`config.mk`:
```
export PLATFORM = sky130hd
export DESIGN_NAME = keyword_lexer_core
export DESIGN_NICKNAME = d
export VERILOG_FILES = /design/src/design/kl_pkg.sv /design/src/design/kl_scan.sv /design/src/design/kl_out_q.sv /design/src/design/keyword_lexer_core.sv
export SDC_FILE = /design/constraint.sdc
export NUM_CORES = 1
export LEC_CHECK = 0
export ABC_AREA = 1
export BUFFER_PORTS_ARGS = -buffer_cell sky130_fd_sc_hd__buf_2
export CAP_MARGIN = 20
export CELL_PAD_IN_SITES_DETAIL_PLACEMENT = 0
export CELL_PAD_IN_SITES_GLOBAL_PLACEMENT = 1
export CORE_ASPECT_RATIO = 0.9
export CORE_MARGIN = 1.5
export CORE_UTILIZATION = 47
export CTS_CLUSTER_SIZE = 20
export DETAILED_ROUTE_END_ITERATION = 12
export GPL_TIMING_DRIVEN = 0
export PLACE_DENSITY_LB_ADDON = 0.25
export SYNTH_ARGS = -nofsm -noshare
export SYNTH_HDL_FRONTEND = slang
export SYNTH_HIERARCHICAL = 1
export SYNTH_SLANG_ARGS = --single-unit
export TNS_END_PERCENT = 30
```
`constraint.sdc`:
```
create_clock -name i_clk -period 6.97 [get_ports i_clk]
set_clock_uncertainty 0.1 [all_clocks]
set_input_delay 0.697 -clock i_clk [delete_from_list [all_inputs] [get_ports i_clk]]
set_output_delay 0.697 -clock i_clk [all_outputs]
set_load 0.1 [all_outputs]
```
`src/design/kl_pkg.sv`:
```
package kl_pkg;

    // Default sizes, handed down through the top level parameters
    localparam int TABLE_DEPTH_DEF = 64;
    localparam int MAX_LEXEME_DEF  = 8;

    localparam int TEXT_W    = 64;
    localparam int LEN_W     = 4;
    localparam int IDX_W     = 6;
    localparam int NUM_KW    = 5;

    // Character codes
    localparam logic [7:0] CH_SPACE   = 8'h20;
    localparam logic [7:0] CH_IGNORE  = 8'hFF;
    localparam logic [7:0] CH_PLUS    = 8'h2B;
    localparam logic [7:0] CH_MINUS   = 8'h2D;
    localparam logic [7:0] CH_STAR    = 8'h2A;
    localparam logic [7:0] CH_SEMI    = 8'h3B;
    localparam logic [7:0] CH_LT      = 8'h3C;
    localparam logic [7:0] CH_EQ      = 8'h3D;
    localparam logic [7:0] CH_LOWER_A = 8'h61;
    localparam logic [7:0] CH_LOWER_Z = 8'h7A;
    localparam logic [7:0] CH_DIGIT_0 = 8'h30;
    localparam logic [7:0] CH_DIGIT_9 = 8'h39;

    typedef enum logic [4:0] {
        MODE_IDLE = 5'b00001,
        MODE_WORD = 5'b00010,
        MODE_NUM  = 5'b00100,
        MODE_LT   = 5'b01000,
        MODE_EQ   = 5'b10000
    } t_mode;

    typedef enum logic [3:0] {
        KIND_IDENT   = 4'd0,
        KIND_KEYWORD = 4'd1,
        KIND_NUMBER  = 4'd2,
        KIND_PLUS    = 4'd3,
        KIND_MINUS   = 4'd4,
        KIND_STAR    = 4'd5,
        KIND_LT      = 4'd6,
        KIND_LE      = 4'd7,
        KIND_EQ      = 4'd8,
        KIND_ASSIGN  = 4'd9,
        KIND_SEMI    = 4'd10,
        KIND_ILLEGAL = 4'd11
    } t_kind;

    // Keyword text packed first character in the low byte; index is the keyword code
    localparam logic [TEXT_W-1:0] KW_TXT [NUM_KW] = '{
        64'h0000_0065_6C69_6877,   // while
        64'h0000_0000_0000_6669,   // if
        64'h0000_0000_6573_6C65,   // else
        64'h0000_6863_7469_7773,   // switch
        64'h0000_0000_6573_6163    // case
    };
    localparam logic [LEN_W-1:0] KW_LEN [NUM_KW] = '{4'd5, 4'd2, 4'd4, 4'd6, 4'd4};

    typedef struct packed {
        t_kind             kind;
        logic [2:0]        keyword_code;
        logic [IDX_W-1:0]  table_index;
        logic [TEXT_W-1:0] text;
        logic [LEN_W-1:0]  text_length;
        logic              truncated;
        logic              table_full;
        logic              last;
    } t_tok;

    typedef struct packed {
        t_mode            mode;
        logic [LEN_W-1:0] len;
        logic             ovf;
    } t_scan_stat;

    typedef struct packed {
        logic       hit;
        logic [2:0] code;
    } t_kw_hit;

    // Parallel compare against all keywords; unused buffer bytes are zero
    function automatic t_kw_hit kw_lookup(input logic [TEXT_W-1:0] lex,
                                          input logic [LEN_W-1:0] len,
                                          input logic ovf);
        t_kw_hit res;
        res = '0;
        for (int i = NUM_KW - 1; i >= 0; i--) begin
            if (!ovf && len == KW_LEN[i] && lex == KW_TXT[i]) begin
                res.hit  = 1'b1;
                res.code = 3'(i);
            end
        end
        return res;
    endfunction

endpackage

```
`src/design/kl_scan.sv`:
```
module kl_scan import kl_pkg::*; #(
    parameter int TABLE_DEPTH = TABLE_DEPTH_DEF,
    parameter int MAX_LEXEME  = MAX_LEXEME_DEF
) (
    input  logic       i_clk,
    input  logic       i_rst_n,
    input  logic       i_take,
    input  logic [7:0] i_ch,
    input  logic       i_eoi,
    output t_tok       o_tok_a,
    output t_tok       o_tok_b,
    output logic [1:0] o_push_n,
    output t_scan_stat o_stat
);

    localparam int CNT_W = $clog2(TABLE_DEPTH + 1);

    t_mode              r_mode, n_mode;
    logic [TEXT_W-1:0]  r_buf, n_buf;
    logic [LEN_W-1:0]   r_len, n_len;
    logic               r_ovf, n_ovf;
    logic [CNT_W-1:0]   r_sym_cnt, n_sym_cnt;
    logic [CNT_W-1:0]   r_con_cnt, n_con_cnt;

    t_kw_hit kw;
    logic    sym_full, con_full;
    logic    do_flush, do_start, do_append;
    logic    has_f, has_s;
    t_tok    tok_f, tok_s, flush_tok;
    logic    is_lower, is_digit;

    assign kw       = kw_lookup(r_buf, r_len, r_ovf);
    assign sym_full = (r_sym_cnt == CNT_W'(TABLE_DEPTH));
    assign con_full = (r_con_cnt == CNT_W'(TABLE_DEPTH));
    assign is_lower = (i_ch >= CH_LOWER_A) && (i_ch <= CH_LOWER_Z);
    assign is_digit = (i_ch >= CH_DIGIT_0) && (i_ch <= CH_DIGIT_9);

    // token produced by flushing the pending lexeme or operator
    always_comb begin
        flush_tok = '0;
        case (r_mode)
            MODE_WORD: begin
                flush_tok.text        = r_buf;
                flush_tok.text_length = r_len;
                if (kw.hit) begin
                    flush_tok.kind         = KIND_KEYWORD;
                    flush_tok.keyword_code = kw.code;
                end else begin
                    flush_tok.kind        = KIND_IDENT;
                    flush_tok.table_index = sym_full ? '0 : IDX_W'(r_sym_cnt);
                    flush_tok.truncated   = r_ovf;
                    flush_tok.table_full  = sym_full;
                end
            end
            MODE_NUM: begin
                flush_tok.kind        = KIND_NUMBER;
                flush_tok.text        = r_buf;
                flush_tok.text_length = r_len;
                flush_tok.table_index = con_full ? '0 : IDX_W'(r_con_cnt);
                flush_tok.truncated   = r_ovf;
                flush_tok.table_full  = con_full;
            end
            MODE_LT: begin
                flush_tok.kind        = KIND_LT;
                flush_tok.text        = TEXT_W'(CH_LT);
                flush_tok.text_length = LEN_W'(1);
            end
            MODE_EQ: begin
                flush_tok.kind        = KIND_ASSIGN;
                flush_tok.text        = TEXT_W'(CH_EQ);
                flush_tok.text_length = LEN_W'(1);
            end
            default: flush_tok = '0;
        endcase
    end

    always_comb begin
        n_mode    = r_mode;
        n_buf     = r_buf;
        n_len     = r_len;
        n_ovf     = r_ovf;
        n_sym_cnt = r_sym_cnt;
        n_con_cnt = r_con_cnt;
        do_flush  = 1'b0;
        do_start  = 1'b0;
        do_append = 1'b0;
        has_f     = 1'b0;
        has_s     = 1'b0;
        tok_f     = flush_tok;
        tok_s     = '0;

        if (i_eoi) begin
            do_flush = 1'b1;
        end else begin
            case (r_mode)
                MODE_WORD: begin
                    if (is_lower || is_digit) begin
                        do_append = 1'b1;
                    end else begin
                        do_flush = 1'b1;
                        do_start = 1'b1;
                    end
                end
                MODE_NUM: begin
                    if (is_digit) begin
                        do_append = 1'b1;
                    end else begin
                        do_flush = 1'b1;
                        do_start = 1'b1;
                    end
                end
                MODE_LT, MODE_EQ: begin
                    if (i_ch == CH_EQ) begin
                        // two-character operator closes right here
                        has_f             = 1'b1;
                        tok_f             = '0;
                        tok_f.kind        = (r_mode == MODE_LT) ? KIND_LE : KIND_EQ;
                        tok_f.text        = TEXT_W'({CH_EQ, (r_mode == MODE_LT) ? CH_LT : CH_EQ});
                        tok_f.text_length = LEN_W'(2);
                        n_mode            = MODE_IDLE;
                    end else begin
                        do_flush = 1'b1;
                        do_start = 1'b1;
                    end
                end
                default: do_start = 1'b1;
            endcase
        end

        if (do_append) begin
            if (r_len < LEN_W'(MAX_LEXEME)) begin
                for (int b = 0; b < 8; b++) begin
                    if (r_len[2:0] == 3'(b)) begin
                        n_buf[8*b +: 8] = i_ch;
                    end
                end
                n_len = r_len + LEN_W'(1);
            end else begin
                n_ovf = 1'b1;
            end
        end

        if (do_flush) begin
            has_f  = (r_mode != MODE_IDLE);
            n_mode = MODE_IDLE;
            n_buf  = '0;
            n_len  = '0;
            n_ovf  = 1'b0;
            if (r_mode == MODE_WORD && !kw.hit && !sym_full) begin
                n_sym_cnt = r_sym_cnt + CNT_W'(1);
            end
            if (r_mode == MODE_NUM && !con_full) begin
                n_con_cnt = r_con_cnt + CNT_W'(1);
            end
        end

        if (do_start) begin
            n_mode = MODE_IDLE;
            case (i_ch) inside
                [CH_LOWER_A:CH_LOWER_Z]: begin
                    n_mode = MODE_WORD;
                    n_buf  = TEXT_W'(i_ch);
                    n_len  = LEN_W'(1);
                end
                [CH_DIGIT_0:CH_DIGIT_9]: begin
                    n_mode = MODE_NUM;
                    n_buf  = TEXT_W'(i_ch);
                    n_len  = LEN_W'(1);
                end
                CH_SPACE, CH_IGNORE: ;
                CH_LT: n_mode = MODE_LT;
                CH_EQ: n_mode = MODE_EQ;
                default: begin
                    has_s             = 1'b1;
                    tok_s.text        = TEXT_W'(i_ch);
                    tok_s.text_length = LEN_W'(1);
                    case (i_ch)
                        CH_PLUS:  tok_s.kind = KIND_PLUS;
                        CH_MINUS: tok_s.kind = KIND_MINUS;
                        CH_STAR:  tok_s.kind = KIND_STAR;
                        CH_SEMI:  tok_s.kind = KIND_SEMI;
                        default:  tok_s.kind = KIND_ILLEGAL;
                    endcase
                end
            endcase
        end
    end

    always_comb begin
        o_tok_a      = has_f ? tok_f : tok_s;
        o_tok_a.last = !(has_f && has_s);
        o_tok_b      = tok_s;
        o_tok_b.last = 1'b1;
        o_push_n     = {1'b0, has_f} + {1'b0, has_s};
    end

    assign o_stat = '{mode: r_mode, len: r_len, ovf: r_ovf};

    always_ff @(posedge i_clk) begin
        if (!i_rst_n) begin
            r_mode    <= MODE_IDLE;
            r_buf     <= '0;
            r_len     <= '0;
            r_ovf     <= 1'b0;
            r_sym_cnt <= '0;
            r_con_cnt <= '0;
        end else if (i_take) begin
            r_mode    <= n_mode;
            r_buf     <= n_buf;
            r_len     <= n_len;
            r_ovf     <= n_ovf;
            r_sym_cnt <= n_sym_cnt;
            r_con_cnt <= n_con_cnt;
        end
    end

endmodule

```
`src/design/kl_out_q.sv`:
```
module kl_out_q import kl_pkg::*; (
    input  logic       i_clk,
    input  logic       i_rst_n,
    input  logic [1:0] i_push_n,
    input  t_tok       i_tok_a,
    input  t_tok       i_tok_b,
    input  logic       i_pop,
    output t_tok       o_head,
    output logic       o_valid,
    output logic [1:0] o_level
);

    // three-entry shift queue, head always in slot 0
    t_tok       r_q [3];
    t_tok       n_q [3];
    logic [1:0] r_level, n_level;
    logic [1:0] base;

    always_comb begin
        base = r_level - {1'b0, i_pop};
        for (int k = 0; k < 3; k++) begin
            n_q[k] = r_q[k];
        end
        if (i_pop) begin
            for (int k = 0; k < 2; k++) begin
                n_q[k] = r_q[k + 1];
            end
        end
        for (int k = 0; k < 3; k++) begin
            if (i_push_n != 2'd0 && base == 2'(k)) begin
                n_q[k] = i_tok_a;
            end
            if (i_push_n == 2'd2 && base + 2'd1 == 2'(k)) begin
                n_q[k] = i_tok_b;
            end
        end
        n_level = base + i_push_n;
    end

    always_ff @(posedge i_clk) begin
        for (int k = 0; k < 3; k++) begin
            r_q[k] <= n_q[k];
        end
    end

    always_ff @(posedge i_clk) begin
        if (!i_rst_n) begin
            r_level <= '0;
        end else begin
            r_level <= n_level;
        end
    end

    assign o_head  = r_q[0];
    assign o_valid = (r_level != 2'd0);
    assign o_level = r_level;

endmodule

```
`src/design/keyword_lexer_core.sv`:
```
// Output: tokens from an accepted transaction are registered into the queue, whose head
//   drives the outputs; a second token follows once the first is taken.
// Throughput: one source character per cycle unless stalled; a character that closes
//   a pending token and emits its own puts two tokens in the queue, which stalls the input.
// Reset: synchronous active-low i_rst_n empties the queue, returns the scanner to idle
//   and clears the lexeme buffer and both table counters.
module keyword_lexer_core import kl_pkg::*; #(
    parameter int TABLE_DEPTH = TABLE_DEPTH_DEF,
    parameter int MAX_LEXEME  = MAX_LEXEME_DEF
) (
    input  logic        i_clk,
    input  logic        i_rst_n,
    // source character channel
    input  logic        i_valid,
    output logic        o_stall,
    input  logic [7:0]  i_ch,
    input  logic        i_end_of_input,
    // token channel
    output logic        o_valid,
    input  logic        i_stall,
    output logic [3:0]  o_kind,
    output logic [2:0]  o_keyword_code,
    output logic [5:0]  o_table_index,
    output logic [63:0] o_text,
    output logic [3:0]  o_text_length,
    output logic        o_truncated,
    output logic        o_table_full,
    output logic        o_last
);

    // Scanner state and token build sit in kl_scan; tokens land in a small queue
    // whose head register drives the token channel directly.
    logic       in_take;
    logic       out_take;
    t_tok       tok_a, tok_b, head;
    logic [1:0] push_n;
    logic [1:0] level;
    t_scan_stat stat;

    // Every character may produce two tokens, so the queue must have two free
    // slots before a transaction is taken. Registered level keeps stall off the
    // downstream stall path.
    assign o_stall  = (level >= 2'd2);
    assign in_take  = i_valid && !o_stall;
    assign out_take = o_valid && !i_stall;

    kl_scan #(
        .TABLE_DEPTH (TABLE_DEPTH),
        .MAX_LEXEME  (MAX_LEXEME)
    ) u_scan (
        .i_clk    (i_clk),
        .i_rst_n  (i_rst_n),
        .i_take   (in_take),
        .i_ch     (i_ch),
        .i_eoi    (i_end_of_input),
        .o_tok_a  (tok_a),
        .o_tok_b  (tok_b),
        .o_push_n (push_n),
        .o_stat   (stat)
    );

    kl_out_q u_out_q (
        .i_clk    (i_clk),
        .i_rst_n  (i_rst_n),
        .i_push_n (in_take ? push_n : 2'd0),
        .i_tok_a  (tok_a),
        .i_tok_b  (tok_b),
        .i_pop    (out_take),
        .o_head   (head),
        .o_valid  (o_valid),
        .o_level  (level)
    );

    assign o_kind         = head.kind;
    assign o_keyword_code = head.keyword_code;
    assign o_table_index  = head.table_index;
    assign o_text         = head.text;
    assign o_text_length  = head.text_length;
    assign o_truncated    = head.truncated;
    assign o_table_full   = head.table_full;
    assign o_last         = head.last;

    // stall only ever comes from a queue that holds tokens
    a_stall_has_data: assert property (@(posedge i_clk) disable iff (!i_rst_n)
        o_stall |-> o_valid)
        else $error("input stalled with empty token queue");

    // buffered characters only exist while a word or number is pending
    a_len_mode: assert property (@(posedge i_clk) disable iff (!i_rst_n)
        (stat.len != 4'd0) |-> (stat.mode == MODE_WORD || stat.mode == MODE_NUM))
        else $error("lexeme buffer holds characters outside word or number");

    // overflow only after the buffer has filled
    a_ovf_full: assert property (@(posedge i_clk) disable iff (!i_rst_n)
        stat.ovf |-> (stat.len == 4'(MAX_LEXEME)))
        else $error("lexeme overflow with buffer not full");

    // end of input always leaves the scanner idle
    a_eoi_idle: assert property (@(posedge i_clk) disable iff (!i_rst_n)
        (in_take && i_end_of_input) |=> (stat.mode == MODE_IDLE))
        else $error("scanner not idle after end of input");

endmodule
```
==> metrics.txt <==
drt pass-1 iters 6; Synth Warn # 6; vias 20314; CP max stage cell nor4_4; CP delay by family, top simple AND/OR/NAND/NOR gates; Wirelength per Cell 19.6 um; layout cells sized above 1 14.6%; DRC 0; cts bufs inserted 40; crit path launch type register; Max Buffers Root-to-Sink 3; RSZ-0062 raised after global routing no; Worst R2R Start u_scan/r_mode[2]; Finished Core Util 54.3%; n_diodes 0; Cell Rows 73; Final min period 5750 ps; chip width 226 um; crit path cell chain inv_2 -> nand2_1 -> nor4_4 -> nor2_4 -> nand2_2 -> nand3_2 -> nand2_1 -> inv_1 -> nand2_2 -> inv_1 -> ha_1 -> inv_1 -> nor2_1 -> nor2_1 -> nand3_1 -> buf_2 -> buf_2 -> nand3_4 -> buf_16; Slew Limit Fails 0; CP max FO 49; Starting Density 47.7%; highest clock rate 0.174 GHz; register clock-pin slew on the reported worst setup and hold paths 60 ps; critical path class register to register; reg2reg setup slack 1220 ps; Setup Buffers After CTS 0; Die H 204 um; DRT iter0 DRCs 2519; area delta synth->final 13.8%; htree depth 2; slowest stage delay, CP 680 ps; Ports 99; Hold Crit Start u_scan/r_buf[7]; Mapped Area 21100 sq um; port bufs 98; status finished clean; crit share post-route 82.5%; Hold Path End u_scan/r_buf[7]; final wirelength 71700 um; Crit path top cell by count inv_1; max_slew headroom 36.5%; Leak 0.0102 uW; worst skew pair latency 580 ps; crit path capture type register; actual slew at the worst max-slew pin 952 ps; CTS resizes 0; initial antenna violation count 0; first-pass GRT wire length 109000 um; via/cell ratio 5.56; Total Power 9480 uW; Nets 3047; DPL Wire Length 50100 um; final setup violation count 0; post-cts hold buffer count 0; crit path DAT 5930 ps; hold depth 2; Final Hold Viols 0; pin count of the biggest net entering global routing 50; CP required 7150 ps; max cap viols 0; crit path buf inv count 7; final antenna-violating net count 0; r2r endpoint u_out_q/r_q[0][102]; fill cell count 4268; CTS tree done; Peak VDD IR 0.298 mV; vias in the first global route 18439; Min-Delay Path Class register to register; Cells after Synth 2810; worst r2r path cells 19; syn_area_per_cell 7.52 sq um; root buffer cell clkbuf_16; GRT Util Overall 30.9%; Power Density 395 nW/um^2; clock tree sinks 342; GRT Residual Overflow 0; core area 44300 sq um; Die Footprint 46200 sq um; GPL Wtd Cong 0.938
-- per-stage QoR --
step	std cells	hold WS, ps	instance area (sq um)	TNS [ps]	setup slack [ps]
final	3654	367	24000	0	1220
after global routing	3654	373	24000	0	795
after CTS	3654	359	24000	0	1270
after detailed placement	3580	361	22700	0	813
after global placement	3577	357	22600	-523740	-2810
after floorplan	2879	345	21400	0	705
-- worst max-delay path by stage --
stage	from	to	slack [ps]	depth (start not counted)
after floorplan	i_ch[2]	u_out_q/r_q[0][0]	700	20
after global placement	i_ch[3]	u_out_q/r_q[0][155]	-2810	22
after detailed placement	i_ch[3]	u_out_q/r_q[0][83]	810	23
after CTS	u_scan/r_mode[2]	u_out_q/r_q[0][83]	1270	19
after global routing	u_scan/r_mode[0]	u_out_q/r_q[0][10]	790	19
final	u_scan/r_mode[2]	u_out_q/r_q[0][102]	1220	19
-- power by group --
group	switching, uW	internal, uW	total (uW)
clock network	886	1230	2120
logic	3520	870	4390
registers	129	2840	2970
total	4540	4950	9480
-- metal layers --
layer	GRT usage (%)	routed length, um	vias up
met5	0	0	-
met4	8.21	1580	0
met3	5.22	6900	111
met2	47.7	32000	1009
met1	44.6	31200	9565
li1	-	-	9629
-- area by class of cell --
class / count / area, sq um / share of cell area [%]
clock buffer: 58 / 1160 / 4.83
sequential: 342 / 9370 / 39.0
tap: 600 / 751 / 3.12
timing repair buffer: 101 / 573 / 2.38
clock inverter: 16 / 135 / 0.562
buffer: 343 / 2020 / 8.39
multi-input combinational: 1900 / 8930 / 37.1
inverter: 294 / 1100 / 4.59
-- worst register-to-register path: stages (launching register included) --
cell	delay, ps
dfxtp_1	340
inv_2	60
nand2_1	90
nor4_4	690
nor2_4	200
nand2_2	150
nand3_2	160
nand2_1	160
inv_1	110
nand2_2	180
inv_1	190
ha_1	330
inv_1	40
nor2_1	400
nor2_1	180
nand3_1	190
buf_2	370
buf_2	390
nand3_4	640
buf_16	480
-- cells in the final DEF, fill, tap and decap left out, types with 3 or more instances in the layout --
cell and count:
clkbuf_1 101, buf_6 6, clkinv_1 6, dfxtp_1 90, buf_1 16, buf_16 3
nor2_1 249, clkbuf_8 5, nand4_1 101, nand2_1 551, clkinv_2 8, inv_2 14
conb_1 71, o22ai_1 4, xnor2_1 3, buf_4 158, ha_1 12, a21oi_1 180
edfxtp_1 252, nor3_1 7, o31ai_1 6, clkbuf_16 42, nand3_1 587, inv_1 279
nand3_4 4, nand4_2 6, o21ai_1 24, nor2_2 3, o21ai_0 57, buf_2 171
xor2_1 4, nand2_2 11
-- state kept, by name (all words and copies together), names as in the netlist --
signal and count:
u_out_q/r_q 252, u_scan/r_sym_cnt 7, u_scan/r_con_cnt 7, u_scan/r_buf 64, u_out_q/o_level 2, u_scan/r_len 4
u_scan/r_ovf 1, u_scan/r_mode 5
No activity file was read; power rests on OpenSTA's default activity.
